**config.mk**
```make
export PLATFORM = sky130hd
export DESIGN_NAME = gauge_sector_triangle_fan_top
export DESIGN_NICKNAME = d
export VERILOG_FILES = /design/src/hw/rtl/gstf_pkg.sv /design/src/hw/rtl/gauge_sector_triangle_fan_top.sv /design/src/hw/rtl/gstf_ctrl.sv /design/src/hw/rtl/gstf_datapath.sv
export SDC_FILE = /design/constraint.sdc
export NUM_CORES = 2
export LEC_CHECK = 0
export ABC_AREA = 1
export BUFFER_PORTS_ARGS = -buffer_cell sky130_fd_sc_hd__buf_4
export CAP_MARGIN = 15
export CORE_MARGIN = 5
export CORE_UTILIZATION = 50
export DETAILED_ROUTE_END_ITERATION = 12
export GPL_TIMING_DRIVEN = 0
export PLACE_DENSITY = 0.79
export SETUP_SLACK_MARGIN = 0.5
export SKIP_LAST_GASP = 1
export SLEW_MARGIN = 20
export SYNTH_ARGS = -nofsm -noshare
export SYNTH_HDL_FRONTEND = slang
export SYNTH_SLANG_ARGS = --single-unit
```
**constraint.sdc**
```tcl
create_clock -name clk -period 12.39 [get_ports clk]
set_input_delay 1.239 -clock clk [delete_from_list [all_inputs] [get_ports clk]]
set_output_delay 1.239 -clock clk [all_outputs]
set_load 0.01 [all_outputs]
```
**src/hw/rtl/gstf_pkg.sv**
```systemverilog
// ----------------------------------------------------------------------------
// gstf_pkg
// Shared constants, command and status types and helpers of the sector
// triangle fan generator.
// ----------------------------------------------------------------------------
package gstf_pkg;

    localparam int ANG_W   = 15;
    localparam int SW_W    = 14;
    localparam int CRD_W   = 13;
    localparam int CFG_W   = 14;
    localparam int IDX_W   = 2;
    localparam int MUL_W   = 34;
    localparam int PROD_W  = 2 * MUL_W;
    localparam int SC_W    = 20;
    localparam int OPC_W   = 5;
    localparam int STEP_W  = 5;

    localparam int STEP_ANGLE_DEF    = 80;
    localparam int MAX_TRIANGLES_DEF = 64;
    localparam int SWEEP_LIMIT       = 5120;

    // register indexes
    localparam logic [IDX_W-1:0] CFG_CENTER_X    = 2'd0;
    localparam logic [IDX_W-1:0] CFG_CENTER_Y    = 2'd1;
    localparam logic [IDX_W-1:0] CFG_OUTER_RAD   = 2'd2;
    localparam logic [IDX_W-1:0] CFG_START_ANGLE = 2'd3;

    // angle to phase factor split into high and low parts (low part 18 bits)
    localparam logic [17:0] K_HI    = 18'd186319;
    localparam logic [10:0] K_LO    = 11'd1954;
    localparam logic [31:0] PI_Q30  = 32'd3373259426;
    localparam logic [30:0] ONE_Q30 = 31'h4000_0000;

    // reciprocals ceil(2^36/d), exact floor division for 30-bit dividends
    localparam logic [MUL_W-1:0] M42 = 34'd1636178018;
    localparam logic [MUL_W-1:0] M20 = 34'd3435973837;
    localparam logic [MUL_W-1:0] M6  = 34'd11453246123;
    localparam logic [MUL_W-1:0] M56 = 34'd1227133514;
    localparam logic [MUL_W-1:0] M30 = 34'd2290649225;
    localparam logic [MUL_W-1:0] M12 = 34'd5726623062;
    // ceil(2^27/25), exact for dividends below 2^22
    localparam logic [22:0] M25      = 23'd5368710;
    localparam logic [45:0] RND_BIAS = 46'd104857600;

    // datapath operations
    localparam logic [OPC_W-1:0] OP_NOP = 5'd0;
    localparam logic [OPC_W-1:0] OP_PHH = 5'd1;
    localparam logic [OPC_W-1:0] OP_PHL = 5'd2;
    localparam logic [OPC_W-1:0] OP_X   = 5'd3;
    localparam logic [OPC_W-1:0] OP_X2  = 5'd4;
    localparam logic [OPC_W-1:0] OP_T42 = 5'd5;
    localparam logic [OPC_W-1:0] OP_T20 = 5'd6;
    localparam logic [OPC_W-1:0] OP_T6  = 5'd7;
    localparam logic [OPC_W-1:0] OP_T56 = 5'd8;
    localparam logic [OPC_W-1:0] OP_T30 = 5'd9;
    localparam logic [OPC_W-1:0] OP_T12 = 5'd10;
    localparam logic [OPC_W-1:0] OP_W   = 5'd11;
    localparam logic [OPC_W-1:0] OP_S   = 5'd12;
    localparam logic [OPC_W-1:0] OP_RX  = 5'd13;
    localparam logic [OPC_W-1:0] OP_AX  = 5'd14;
    localparam logic [OPC_W-1:0] OP_QX  = 5'd15;
    localparam logic [OPC_W-1:0] OP_RY  = 5'd16;
    localparam logic [OPC_W-1:0] OP_AY  = 5'd17;
    localparam logic [OPC_W-1:0] OP_QY  = 5'd18;

    localparam logic [STEP_W-1:0] PROG_CTR  = 5'd16;
    localparam logic [STEP_W-1:0] PROG_LAST = 5'd21;

    typedef struct packed {
        logic [OPC_W-1:0] op;
        logic             centre;
        logic             start;
        logic             advance;
        logic             emit;
        logic             last;
    } gstf_cmd_t;

    typedef struct packed {
        logic rem_zero;
        logic out_free;
    } gstf_stat_t;

    // one rim point: phase, sine chain, cosine chain, then x and y scaling
    function automatic logic [OPC_W-1:0] prog_op(input logic [STEP_W-1:0] step);
        logic [OPC_W-1:0] op;
        unique case (step)
            5'd0:    op = OP_PHH;
            5'd1:    op = OP_PHL;
            5'd2:    op = OP_X;
            5'd3:    op = OP_X2;
            5'd4:    op = OP_T42;
            5'd5:    op = OP_W;
            5'd6:    op = OP_T20;
            5'd7:    op = OP_W;
            5'd8:    op = OP_T6;
            5'd9:    op = OP_S;
            5'd10:   op = OP_T56;
            5'd11:   op = OP_W;
            5'd12:   op = OP_T30;
            5'd13:   op = OP_W;
            5'd14:   op = OP_T12;
            5'd15:   op = OP_W;
            5'd16:   op = OP_RX;
            5'd17:   op = OP_AX;
            5'd18:   op = OP_QX;
            5'd19:   op = OP_RY;
            5'd20:   op = OP_AY;
            5'd21:   op = OP_QY;
            default: op = OP_NOP;
        endcase
        return op;
    endfunction

    function automatic logic [15:0] pos_sat(input logic signed [SC_W-1:0] sc);
        logic signed [SC_W:0] v;
        logic [15:0]          r;
        v = SC_W'(sc) - (SC_W+1)'(16384);
        if (v > (SC_W+1)'(32767))
            r = 16'h7fff;
        else if (v < -(SC_W+1)'(32768))
            r = 16'h8000;
        else
            r = v[15:0];
        return r;
    endfunction

    function automatic logic [15:0] uv_sat(input logic signed [SC_W-1:0] sc);
        logic [15:0] r;
        if (sc < 0)
            r = 16'h0000;
        else if (sc > SC_W'(65535))
            r = 16'hffff;
        else
            r = sc[15:0];
        return r;
    endfunction

endpackage

```
**src/hw/rtl/gauge_sector_triangle_fan_top.sv**
```systemverilog
// ----------------------------------------------------------------------------
// gauge_sector_triangle_fan_top
// Circular sector triangle fan generator for gauge faces.
// ----------------------------------------------------------------------------
// One sweep is taken when the block is idle; it then emits one triangle per
// step of at most STEP_ANGLE, up to MAX_TRIANGLES. All arithmetic goes through
// a single shared 34x34 multiplier, one operation per cycle: the sweep transfer
// is followed by the centre pass and the first rim point, and each triangle
// then adds an advance, one more rim point and a transfer, plus any output
// stall. The next sweep is taken while the final triangle still waits in the
// output register.
module gauge_sector_triangle_fan_top #(
    parameter int STEP_ANGLE    = gstf_pkg::STEP_ANGLE_DEF,
    parameter int MAX_TRIANGLES = gstf_pkg::MAX_TRIANGLES_DEF
) (
    input  logic                             clk,
    input  logic                             rst_n,
    input  logic                             cfg_we,
    input  logic [gstf_pkg::IDX_W-1:0]       cfg_index,
    input  logic [gstf_pkg::CFG_W-1:0]       cfg_data,
    input  logic                             in_valid,
    output logic                             in_stall,
    input  logic signed [gstf_pkg::SW_W-1:0] sweep,
    output logic                             out_valid,
    input  logic                             out_stall,
    output logic signed [15:0]               p1_x,
    output logic signed [15:0]               p1_y,
    output logic signed [15:0]               p2_x,
    output logic signed [15:0]               p2_y,
    output logic signed [15:0]               p3_x,
    output logic signed [15:0]               p3_y,
    output logic [31:0]                      uv_first,
    output logic [31:0]                      uv_second,
    output logic [31:0]                      uv_third,
    output logic                             last_triangle
);
    import gstf_pkg::*;

    gstf_cmd_t  cmd;
    gstf_stat_t stat;

    gstf_ctrl #(
        .MAX_TRIANGLES (MAX_TRIANGLES)
    ) u_ctrl (
        .clk      (clk),
        .rst_n    (rst_n),
        .in_valid (in_valid),
        .in_stall (in_stall),
        .stat     (stat),
        .cmd      (cmd)
    );

    gstf_datapath #(
        .STEP_ANGLE (STEP_ANGLE)
    ) u_datapath (
        .clk           (clk),
        .rst_n         (rst_n),
        .cfg_we        (cfg_we),
        .cfg_index     (cfg_index),
        .cfg_data      (cfg_data),
        .sweep         (sweep),
        .cmd           (cmd),
        .stat          (stat),
        .out_valid     (out_valid),
        .out_stall     (out_stall),
        .p1_x          (p1_x),
        .p1_y          (p1_y),
        .p2_x          (p2_x),
        .p2_y          (p2_y),
        .p3_x          (p3_x),
        .p3_y          (p3_y),
        .uv_first      (uv_first),
        .uv_second     (uv_second),
        .uv_third      (uv_third),
        .last_triangle (last_triangle)
    );

endmodule

```
**src/hw/rtl/gstf_ctrl.sv**
```systemverilog
// ----------------------------------------------------------------------------
// gstf_ctrl
// Sequencer: steps the datapath through the centre pass, a first rim point,
// then one rim point per triangle, the fan advance and the result transfer.
// ----------------------------------------------------------------------------
module gstf_ctrl #(
    parameter int MAX_TRIANGLES = gstf_pkg::MAX_TRIANGLES_DEF
) (
    input  logic                clk,
    input  logic                rst_n,
    input  logic                in_valid,
    output logic                in_stall,
    input  gstf_pkg::gstf_stat_t stat,
    output gstf_pkg::gstf_cmd_t  cmd
);
    import gstf_pkg::*;

    localparam int CNT_W = $clog2(MAX_TRIANGLES + 1);

    localparam logic [2:0] S_IDLE   = 3'd0;
    localparam logic [2:0] S_CENTER = 3'd1;
    localparam logic [2:0] S_RIM    = 3'd2;
    localparam logic [2:0] S_ADV    = 3'd3;
    localparam logic [2:0] S_EMIT   = 3'd4;

    logic [2:0]        state_reg, state_next;
    logic [STEP_W-1:0] step_reg, step_next;
    logic [CNT_W-1:0]  cnt_reg, cnt_next;
    logic              first_reg, first_next;

    assign in_stall = (state_reg != S_IDLE);

    always_comb
    begin
        state_next = state_reg;
        step_next  = step_reg;
        cnt_next   = cnt_reg;
        first_next = first_reg;
        cmd        = '0;
        cmd.op     = OP_NOP;
        unique case (state_reg)
            S_IDLE:
            begin
                if (in_valid)
                begin
                    cmd.start  = 1'b1;
                    state_next = S_CENTER;
                    step_next  = PROG_CTR;
                    cnt_next   = '0;
                    first_next = 1'b1;
                end
            end
            S_CENTER:
            begin
                cmd.op     = prog_op(step_reg);
                cmd.centre = 1'b1;
                if (step_reg == PROG_LAST)
                begin
                    state_next = S_RIM;
                    step_next  = '0;
                end
                else
                    step_next = step_reg + 1'b1;
            end
            S_RIM:
            begin
                cmd.op = prog_op(step_reg);
                if (step_reg == PROG_LAST)
                begin
                    first_next = 1'b0;
                    state_next = first_reg ? S_ADV : S_EMIT;
                end
                else
                    step_next = step_reg + 1'b1;
            end
            S_ADV:
            begin
                cmd.advance = 1'b1;
                state_next  = S_RIM;
                step_next   = '0;
            end
            S_EMIT:
            begin
                cmd.last = stat.rem_zero || (cnt_reg == CNT_W'(MAX_TRIANGLES - 1));
                if (stat.out_free)
                begin
                    cmd.emit   = 1'b1;
                    cnt_next   = cnt_reg + 1'b1;
                    state_next = cmd.last ? S_IDLE : S_ADV;
                end
            end
            default:
            begin
                state_next = S_IDLE;
            end
        endcase
    end

    always_ff @(posedge clk or negedge rst_n)
    begin
        if (!rst_n)
        begin
            state_reg <= S_IDLE;
            step_reg  <= '0;
            cnt_reg   <= '0;
            first_reg <= 1'b0;
        end
        else
        begin
            state_reg <= state_next;
            step_reg  <= step_next;
            cnt_reg   <= cnt_next;
            first_reg <= first_next;
        end
    end

endmodule

```
**src/hw/rtl/gstf_datapath.sv**
```systemverilog
// ----------------------------------------------------------------------------
// gstf_datapath
// Configuration registers, fan state, one shared 34x34 multiplier with its
// operand select, the sine/cosine and scaling registers, and the result
// register.
// ----------------------------------------------------------------------------
module gstf_datapath #(
    parameter int STEP_ANGLE = gstf_pkg::STEP_ANGLE_DEF
) (
    input  logic                                clk,
    input  logic                                rst_n,
    input  logic                                cfg_we,
    input  logic [gstf_pkg::IDX_W-1:0]          cfg_index,
    input  logic [gstf_pkg::CFG_W-1:0]          cfg_data,
    input  logic signed [gstf_pkg::SW_W-1:0]    sweep,
    input  gstf_pkg::gstf_cmd_t                 cmd,
    output gstf_pkg::gstf_stat_t                stat,
    output logic                                out_valid,
    input  logic                                out_stall,
    output logic signed [15:0]                  p1_x,
    output logic signed [15:0]                  p1_y,
    output logic signed [15:0]                  p2_x,
    output logic signed [15:0]                  p2_y,
    output logic signed [15:0]                  p3_x,
    output logic signed [15:0]                  p3_y,
    output logic [31:0]                         uv_first,
    output logic [31:0]                         uv_second,
    output logic [31:0]                         uv_third,
    output logic                                last_triangle
);
    import gstf_pkg::*;

    localparam logic signed [ANG_W-1:0] STEP_S = ANG_W'(STEP_ANGLE);

    logic [CRD_W-1:0]        cx_reg, cy_reg, rad_reg;
    logic signed [SW_W-1:0]  start_reg;
    logic signed [ANG_W-1:0] angle_reg;
    logic signed [SW_W-1:0]  rem_reg;
    logic                    out_valid_reg;

    logic [31:0]             ph_hi_reg;
    logic [31:0]             u_reg;
    logic [1:0]              q_reg;
    logic                    neg_reg;
    logic [29:0]             x_reg, x2_reg, w_reg, s_reg;
    logic [30:0]             t_reg;
    logic signed [45:0]      num_reg;
    logic [22:0]             a_reg;
    logic                    sgn_reg;
    logic signed [SC_W-1:0]  cx_sc_reg, cy_sc_reg, ax_sc_reg, ay_sc_reg, bx_sc_reg, by_sc_reg;

    logic signed [ANG_W-1:0] rem_ext, delta;
    logic signed [SW_W-1:0]  sw_sat;
    logic                    ang_neg;
    logic [ANG_W-1:0]        ang_abs;
    logic [31:0]             u_bias, rd;
    logic [1:0]              qd;
    logic [31:0]             md;
    logic [30:0]             c_mag, cs_mag, sn_mag;
    logic                    cs_neg, sn_neg;
    logic [MUL_W-1:0]        mul_a, mul_b;
    logic [PROD_W-1:0]       prod;
    logic [49:0]             p50, pn;
    logic [42:0]             base;
    logic                    trig_neg;
    logic signed [45:0]      num_new;
    logic [45:0]             num_mag, a_sum;
    logic [SC_W-1:0]         q_mag;
    logic signed [SC_W-1:0]  sc_new;

    assign stat.rem_zero = (rem_reg == '0);
    assign stat.out_free = !out_valid_reg || !out_stall;
    assign out_valid     = out_valid_reg;

    always_comb
    begin
        rem_ext = ANG_W'(rem_reg);
        if (rem_ext > STEP_S)
            delta = STEP_S;
        else if (rem_ext < -STEP_S)
            delta = -STEP_S;
        else
            delta = rem_ext;

        if (sweep > SW_W'(SWEEP_LIMIT))
            sw_sat = SW_W'(SWEEP_LIMIT);
        else if (sweep < -SW_W'(SWEEP_LIMIT))
            sw_sat = -SW_W'(SWEEP_LIMIT);
        else
            sw_sat = sweep;
    end

    // phase split into quadrant and residual
    always_comb
    begin
        ang_neg = angle_reg[ANG_W-1];
        ang_abs = ang_neg ? ANG_W'(-angle_reg) : ANG_W'(angle_reg);
        u_bias  = u_reg + 32'h2000_0000;
        qd      = u_bias[31:30];
        rd      = u_reg - {qd, 30'b0};
        md      = rd[31] ? (32'd0 - rd) : rd;
        c_mag   = ONE_Q30 - {2'b0, w_reg[29:1]};
    end

    // quadrant rotation as magnitude and sign
    always_comb
    begin
        unique case (q_reg)
            2'd0:
            begin
                cs_mag = c_mag;            cs_neg = 1'b0;
                sn_mag = {1'b0, s_reg};    sn_neg = neg_reg;
            end
            2'd1:
            begin
                cs_mag = {1'b0, s_reg};    cs_neg = !neg_reg;
                sn_mag = c_mag;            sn_neg = 1'b0;
            end
            2'd2:
            begin
                cs_mag = c_mag;            cs_neg = 1'b1;
                sn_mag = {1'b0, s_reg};    sn_neg = !neg_reg;
            end
            default:
            begin
                cs_mag = {1'b0, s_reg};    cs_neg = neg_reg;
                sn_mag = c_mag;            sn_neg = 1'b1;
            end
        endcase
    end

    // shared multiplier operand select
    always_comb
    begin
        mul_a = '0;
        mul_b = '0;
        unique case (cmd.op)
            OP_PHH: begin mul_a = MUL_W'(ang_abs);  mul_b = MUL_W'(K_HI);   end
            OP_PHL: begin mul_a = MUL_W'(ang_abs);  mul_b = MUL_W'(K_LO);   end
            OP_X:   begin mul_a = MUL_W'(md);       mul_b = MUL_W'(PI_Q30); end
            OP_X2:  begin mul_a = MUL_W'(x_reg);    mul_b = MUL_W'(x_reg);  end
            OP_T42: begin mul_a = MUL_W'(x2_reg);   mul_b = M42;            end
            OP_T56: begin mul_a = MUL_W'(x2_reg);   mul_b = M56;            end
            OP_T20: begin mul_a = MUL_W'(w_reg);    mul_b = M20;            end
            OP_T6:  begin mul_a = MUL_W'(w_reg);    mul_b = M6;             end
            OP_T30: begin mul_a = MUL_W'(w_reg);    mul_b = M30;            end
            OP_T12: begin mul_a = MUL_W'(w_reg);    mul_b = M12;            end
            OP_W:   begin mul_a = MUL_W'(x2_reg);   mul_b = MUL_W'(t_reg);  end
            OP_S:   begin mul_a = MUL_W'(x_reg);    mul_b = MUL_W'(t_reg);  end
            OP_RX:
            begin
                mul_a = MUL_W'(rad_reg);
                mul_b = cmd.centre ? '0 : MUL_W'(cs_mag);
            end
            OP_RY:
            begin
                mul_a = MUL_W'(rad_reg);
                mul_b = cmd.centre ? '0 : MUL_W'(sn_mag);
            end
            OP_QX, OP_QY:
            begin
                mul_a = MUL_W'(a_reg);
                mul_b = MUL_W'(M25);
            end
            default:
            begin
                mul_a = '0;
                mul_b = '0;
            end
        endcase
    end

    assign prod = mul_a * mul_b;

    always_comb
    begin
        p50      = {ph_hi_reg, 18'b0} + prod[49:0];
        pn       = ang_neg ? (50'd0 - p50) : p50;
        base     = (cmd.op == OP_RY) ? {cy_reg, 30'b0} : {cx_reg, 30'b0};
        trig_neg = (cmd.op == OP_RY) ? sn_neg : cs_neg;
        num_new  = trig_neg ? ($signed({3'b0, base}) - $signed({2'b0, prod[43:0]}))
                            : ($signed({3'b0, base}) + $signed({2'b0, prod[43:0]}));
        num_mag  = num_reg[45] ? 46'(-num_reg) : 46'(num_reg);
        a_sum    = num_mag + RND_BIAS;
        q_mag    = prod[SC_W+26:27];
        sc_new   = sgn_reg ? -$signed(q_mag) : $signed(q_mag);
    end

    always_ff @(posedge clk)
    begin
        unique case (cmd.op)
            OP_PHH: ph_hi_reg <= prod[31:0];
            OP_PHL: u_reg <= pn[47:16];
            OP_X:
            begin
                x_reg   <= prod[60:31];
                q_reg   <= qd;
                neg_reg <= rd[31];
            end
            OP_X2: x2_reg <= prod[59:30];
            OP_T42, OP_T20, OP_T6, OP_T56, OP_T30, OP_T12:
                t_reg <= ONE_Q30 - prod[66:36];
            OP_W:  w_reg <= prod[59:30];
            OP_S:  s_reg <= prod[59:30];
            OP_RX, OP_RY: num_reg <= num_new;
            OP_AX, OP_AY:
            begin
                a_reg   <= a_sum[45:23];
                sgn_reg <= num_reg[45];
            end
            OP_QX:
            begin
                if (cmd.centre)
                    cx_sc_reg <= sc_new;
                else
                    bx_sc_reg <= sc_new;
            end
            OP_QY:
            begin
                if (cmd.centre)
                    cy_sc_reg <= sc_new;
                else
                    by_sc_reg <= sc_new;
            end
            default:
            begin
            end
        endcase

        // previous rim point becomes the first of the next triangle
        if (cmd.advance)
        begin
            ax_sc_reg <= bx_sc_reg;
            ay_sc_reg <= by_sc_reg;
        end

        if (cmd.emit)
        begin
            p1_x          <= pos_sat(cx_sc_reg);
            p1_y          <= pos_sat(cy_sc_reg);
            p2_x          <= pos_sat(ax_sc_reg);
            p2_y          <= pos_sat(ay_sc_reg);
            p3_x          <= pos_sat(bx_sc_reg);
            p3_y          <= pos_sat(by_sc_reg);
            uv_first      <= {uv_sat(cx_sc_reg), uv_sat(cy_sc_reg)};
            uv_second     <= {uv_sat(ax_sc_reg), uv_sat(ay_sc_reg)};
            uv_third      <= {uv_sat(bx_sc_reg), uv_sat(by_sc_reg)};
            last_triangle <= cmd.last;
        end
    end

    always_ff @(posedge clk or negedge rst_n)
    begin
        if (!rst_n)
        begin
            cx_reg        <= CRD_W'(3200);
            cy_reg        <= CRD_W'(3200);
            rad_reg       <= CRD_W'(1600);
            start_reg     <= '0;
            angle_reg     <= '0;
            rem_reg       <= '0;
            out_valid_reg <= 1'b0;
        end
        else
        begin
            if (cfg_we)
            begin
                unique case (cfg_index)
                    CFG_CENTER_X:    cx_reg    <= cfg_data[CRD_W-1:0];
                    CFG_CENTER_Y:    cy_reg    <= cfg_data[CRD_W-1:0];
                    CFG_OUTER_RAD:   rad_reg   <= cfg_data[CRD_W-1:0];
                    CFG_START_ANGLE: start_reg <= $signed(cfg_data);
                    default:
                    begin
                    end
                endcase
            end

            if (cmd.start)
            begin
                angle_reg <= ANG_W'(start_reg);
                rem_reg   <= sw_sat;
            end
            else if (cmd.advance)
            begin
                angle_reg <= angle_reg + delta;
                rem_reg   <= SW_W'(rem_ext - delta);
            end

            if (cmd.emit)
                out_valid_reg <= 1'b1;
            else if (!out_stall)
                out_valid_reg <= 1'b0;
        end
    end

endmodule
```
## Word level (Yosys, flattened, before mapping)

Memories as Yosys holds them, arrays and structs flattened.
Cells that the tools add are included.

| cells by class | value |
|---|---|
| equality and inequality tests | 35 |
| order comparisons | 28 |
| multiply operators | 1 |
| add/subtract/negate cells | 23 |
| bitwise operators | 1 |
| mux-type cells | 62 |
| reduce and logical (&&, ||, !) cells | 36 |

Operators with widths:

| cell | number |
|---|---|
| $pmux 34 s14 | 1 |
| $pmux 32 s7 | 1 |
| $mux 16 | 12 |
| $gt 21x16->1 const B | 6 |
| $lt 21x16->1 const B | 6 |
| $sub 20x16->21 const B | 6 |
| $mux 31 | 4 |
| $gt 20x17->1 const B | 6 |
| $lt 20x1->1 const B | 6 |
| $mux 46 | 2 |
| $mux 15 | 5 |
| $mul 32x34->66 | 1 |
| $mux 14 | 4 |
| $add 48x48->48 | 1 |
| $mux 48 | 1 |
| $sub 1x48->48 const A | 1 |
| $add 46x27->46 const B | 1 |
| $neg 46->46 | 1 |
| $add 43x44->45 | 1 |
| $sub 43x44->45 | 1 |
| $mux 43 | 1 |
| $eq 5x4->1 const B | 8 |
| $add 32x30->32 const B | 1 |
| $mux 32 | 1 |
| 54 further kinds | 108 |

| storage, ports and cells | value |
|---|---|
| register bits after elaboration | 698 |
| output and inout port bits | 195 |
| bits in read-only memories | 320 |
| logic and storage cells | 230 |
| memories | 2 |

Memories:

| name | depth | bits a word | rd ports | clocked after Yosys merged registers in | write ports | RTL line | RTL |
|---|---|---|---|---|---|---|---|
| (no name shown) | 32 | 5 | 1 | 0 | 0 | gstf_pkg.sv:87 | `unique case (step)` |
| (no name shown) | 32 | 5 | 1 | 0 | 0 | gstf_pkg.sv:87 |  |

## Logic depth before layout (Yosys ltp)

| logic depth | value |
|---|---|
| word-level depth | 9 |
| mapped depth | 68 |
| gate-level depth less buffers | 66 |

## Modules after synthesis

A second synthesis with hierarchy kept.

| second synthesis, totals | value |
|---|---|
| cell total of the unflattened synthesis | 9391 |
| area total of the unflattened synthesis | 76329.5 um^2 |

Modules (own cells, without submodules):

| module | cells an instance | instances | area each (um^2) | sequential area each (um^2) |
|---|---|---|---|---|
| gstf_datapath | 9210 | 1 | 75074.5 | 20075.5 |
| gstf_ctrl | 181 | 1 | 1255.0 | 400.4 |

## Worst setup path before layout

OpenSTA, ideal clock, no wires.

| path | value |
|---|---|
| path type | register -> register |
| from | register u_ctrl.step_reg[0] |
| to | register u_datapath.u_reg[26], data pin |
| stages on the path, launching flop included | 55 |
| library setup time | 253 ps |
| data arrival time | 11262 ps |
| setup slack | 875 ps |
| period minus slack after synthesis | 11515 ps |
| path through | dfrtp_1 > inv_1 > ha_1 > nand2_1 > nand2_1 > nand2_2 > nand3_4 > nor2_2 > inv_1 > nor2_1 > inv_1 > nand2_1 > a2111oi_0 > nand3_1 > buf_2 > nand2_1 > fa_1 > inv_1 > [19 not listed] > nand2_1 > xor2_1 > inv_1 > ha_1 > a21oi_1 > o21ai_0 > a21oi_1 > nand4_1 > nand2_1 > inv_1 > nor2_1 > nand2_1 > nor3_1 > nand3_1 > nand2_1 > nand2_1 > nand2_1 > nand2_1 |

| between the ends | value |
|---|---|
| cells in the longest elaborated chain, start to end | 9 |
| elaborated cells between the ends (all ways) | 32 |

RTL lines:

| item | RTL line | RTL |
|---|---|---|
| start, declared | gstf_ctrl.sv:27 | `logic [STEP_W-1:0] step_reg, step_next;` |
| start signal, assigned | gstf_ctrl.sv:111 | `step_reg <= step_next;` |
| $mem_v2 32x5 | - |  |
| $pmux 5 s2 (*) | gstf_ctrl.sv:41 | `unique case (state_reg)` |
| $eq 5x3->1 (tied with other cells) | gstf_datapath.sv:137 | `unique case (cmd.op)` |
| $reduce_or 4->1 (no source line) (tied with other cells) | - |  |
| $pmux 32 s7 / $pmux 34 s14 (equally long branches) | gstf_datapath.sv:137 |  |
| $mul 32x34->66 (*) | gstf_datapath.sv:173 | `assign prod = mul_a * mul_b;` |
| via u_datapath.prod[35] | gstf_datapath.sv:62 | `logic [PROD_W-1:0] prod;` |
| $add 48x48->48 (*) | gstf_datapath.sv:177 | `p50 = {ph_hi_reg, 18'b0} + prod[49:0];` |
| $sub 1x48->48 | gstf_datapath.sv:178 | `pn = ang_neg ? (50'd0 - p50) : p50;` |
| $mux 48 (*) | gstf_datapath.sv:178 |  |
| via u_datapath.pn[42] | gstf_datapath.sv:63 | `logic [49:0] p50, pn;` |
| end signal, assigned | gstf_datapath.sv:193 | `OP_PHL: u_reg <= pn[47:16];` |
| end, declared | gstf_datapath.sv:42 | `logic [31:0] u_reg;` |

Mark *: on every way through the listed nets, which the timed path passes. The rest lies on a longest branch.
A chain may end at the register's enable or synchronous reset.

## Final worst setup path

| path | value |
|---|---|
| from | register u_ctrl.step_reg[0] |
| to | register u_datapath.u_reg[24], data pin |

The elaborated chain is that of the path after synthesis.

==> run_results.csv <==
group,metric,value,unit
sta,hold_slack,0.4864,ns
layout,syn2layout_area_growth,20.13,%
sta,slew_headroom,22.86,%
synth,yosysSeqAreaShare,26.65,%
power,leakage,44.73,nW
synth,async_flop_share,14.18,%
global_route,grt_pass1_vias,68140,
run_status,status,"complete, no violations",
sta,maxSlewViolCount,0,
placement,post-place-cells,11698,
sta,hold_violations,0,
placement,hpwl,254.2,mm
route,drtPass1Iterations,8,
synth,synth_enable_flop_cells,599,
floorplan,rows,143,
synth,ys.flop_type,"edfxtp_1",
layout,design_area,92300,sq um
synth,synthDistinctLibCells,81,
global_route,grt_pass1_wl,453.7,mm
clocking,cts_tree,"yes",
setup_path,slowest_stage,"fa_1",
layout,fillerInstances,13248,
global_route,grt_start_max_net_pins,100,
hold_path,holdPathEnd,"u_datapath.cx_reg[0]",
sta,max_freq,0.08460,GHz
sta,setup_viol,0,
sta,layout_min_cycle_time,11.82,ns
clocking,cts_buffers,70,
clocking,ctsHoldBuffers,0,
layout,drive_gt1_share,17.18,%
synth,synth_area,76840,sq um
floorplan,num_io_pins,230,
setup_path,worstReg2RegEnd,"u_datapath.u_reg[24]",
clocking,clkTransAtPathRegs,0.07,ns
route,wl_per_cell,26.09,um
floorplan,die_height,402.0,um
placement,place.gp.congestion,1.121,
job,drv_cap,0,
power,p_total,0.005481,W
layout,final_nets,11415,
global_route,grtUsageTotal,38.19,%
route,num_vias,70313,
route,final_antenna_net_count,0,
floorplan,die_area,161600,sq um
sta,clock_skew,0.05159,ns
synth,synth_seq_cells,698,
layout,largest_reg_flops,46,
clocking,clock_tree.buffer_depth,3,
floorplan,die-width,402.0,um
placement,port_buffers,229,
route,drc,0,
setup_path,path_max_fanout,10,
power,p_per_area,59.38,nW/um^2
setup_path,worst_setup_path_start_kind,"flip-flop",
setup_path,r2r_setup_slack,0.57,ns
clocking,cts_num_sinks,698,
synth,syn_avg_cell_area,8.191,sq um
clocking,h-tree-depth,3,
setup_path,critPathMaxStageDelay,0.56,ns
sta,grt_setup_unrepaired,"yes",
placement,placed_area,81850,sq um
clocking,root_buffer,"clkbuf_16",
global_route,grt_antenna_before_repair,17,
clocking,clk_latency,0.70,ns
synth,synth_cells,9381,
setup_path,worstReg2RegStart,"u_ctrl.step_reg[0]",
global_route,gr-total-overflow,0,
hold_path,worstHoldStart,"u_datapath.cx_reg[0]",
setup_path,cp.required,12.79,ns
setup_path,crit_type,"flip-flop to flip-flop",
route,totalWireLength,316.6,mm
sta,worst_pin_slew,1.153,ns
setup_path,critPathArrivalTime,12.22,ns
hold_path,whs_path_depth,2,
power,peakVddDrop,89.94,uV
floorplan,start_util,50.40,%
floorplan,coreArea,152400,sq um
setup_path,rr_worst_depth,61,
layout,fin_cells,12135,
setup_path,worstSetupEndpointType,"flip-flop",
sta,fin_crit_sh,95.41,%
hold_path,worstHoldPathType,"flip-flop to flip-flop",
route,first_iter_violations,8723,
synth,ys_warn_count,0,
route,vias_per_cell,5.794,
sta,setup_tns,0,ns
layout by cell type, fill, tap and decap left out, types with 29 or more instances in the layout:
cell / n
xnor2_1: 46
o21ai_0: 325
conb_1: 36
buf_6: 74
clkbuf_16: 75
fa_1: 925
nand2_1: 2147
a21oi_1: 204
nor3_1: 64
o211ai_1: 29
nand2_2: 106
o21ai_1: 49
o21ai_2: 39
nand3_1: 275
inv_2: 74
nor2_1: 679
ha_1: 323
nor2_4: 78
xor2_1: 148
nand2_4: 59
dfrtp_1: 87
nand4_1: 92
ha_4: 43
nor2_2: 72
a21oi_2: 58
inv_1: 2053
fa_2: 35
buf_12: 67
edfxtp_1: 599
a21oi_4: 29
clkbuf_1: 76
buf_4: 524
cell usage after synthesis (19+ instances only):
library cell / instances / area share (%)
a21oi_1: 288 / 1.9
a221oi_1: 23 / 0.26
a31oi_1: 19 / 0.15
buf_2: 146 / 0.95
clkbuf_1: 83 / 0.41
dfrtp_1: 90 / 2.9
edfxtp_1: 599 / 23
fa_1: 960 / 25
ha_1: 378 / 6.2
inv_1: 2133 / 10
inv_2: 40 / 0.20
nand2_1: 2290 / 11
nand2_2: 28 / 0.23
nand3_1: 304 / 2.0
nand3b_1: 24 / 0.23
nand4_1: 92 / 0.75
nor2_1: 801 / 3.9
nor2_2: 20 / 0.16
nor3_1: 79 / 0.51
nor4_1: 22 / 0.18
o211ai_1: 29 / 0.28
o21ai_0: 389 / 2.5
o21ai_1: 24 / 0.16
or2_2: 25 / 0.20
xnor2_1: 53 / 0.60
xor2_1: 173 / 2.0
critical path, delay by kind of cell, from the launching register on:
kind / cells / cell delay [ns]
AOI/OAI and AO/OA: 7 / 0.99
xor gates and xnor gates: 1 / 0.21
adders and majority gates: 11 / 4.75
buffers and inverters: 16 / 1.80
DFF: 1 / 0.46
and+or+nand+nor: 26 / 3.24
cell type report:
class	count	area, sq um	share of cell area [%]
inverters	2176	8361	9.058
clock buffers	79	1785	1.934
diodes	12	30.03	0.03253
flip-flops and latches	698	20480	22.19
repair buffers	555	5085	5.509
multi-input cells	6272	51140	55.41
plain buffers	269	2357	2.554
well taps	2030	2540	2.752
clock inverters	44	521.8	0.5653
logic make-up after synthesis:
| group | count (synthesis) | share of synthesized area, % |
|---|---|---|
| fa+ha+maj | 1338 | 31.17 |
| mux | 1 | 0.01465 |
| buf+inv | 2445 | 12.38 |
| other cells | 2 | 0.009774 |
| simple gates | 3748 | 20.22 |
| xor+xnor | 226 | 2.576 |
| flops | 698 | 26.65 |
| compound gates | 923 | 6.991 |
layer usage:
metal	part of all wire [%]	GRT usage, %
met5	0.12	0
met4	7.0	20.33
met3	15	14.42
met2	41	54.52
met1	37	50.51
how the worst max path moves through the flow:
stage                            start                    to  slack (ns)  cells after the start
detailed placement  u_ctrl.step_reg[0]  u_datapath.u_reg[26]       -2.72                     56
floorplan           u_ctrl.step_reg[0]  u_datapath.u_reg[26]        0.87                     54
finish              u_ctrl.step_reg[0]  u_datapath.u_reg[24]        0.57                     61
global route        u_ctrl.step_reg[0]  u_datapath.u_reg[24]        0.31                     61
global placement    u_ctrl.step_reg[0]  u_datapath.u_reg[28]       -3.91                     50
CTS                 u_ctrl.step_reg[0]  u_datapath.u_reg[26]        0.48                     63
metrics by stage:
step | setup slack (ns) | util, %
3_5_place_dp | -2.720 | 53.70
6_report | 0.5690 | 60.55
2_1_floorplan | 0.8749 | -
4_1_cts | 0.4797 | 58.03
5_1_grt | 0.3087 | 60.53
3_3_place_gp | -3.911 | 53.28
report_power, final:
part	switching, W	internal [W]
clock	0.000999	0.00117
sequential	0.0000186	0.00258
combinational	0.000494	0.000224
repair_timing:
| action | CTS | global route |
|---|---|---|
| buffers inserted | 143 | 151 |
| gates resized for setup | 723 | 660 |
| cloned | 3 | 5 |
| endpoints found under the setup margin | 233 | 96 |
| pin swaps | 96 | 296 |
Note: power is estimated with default switching activity, not from simulation.
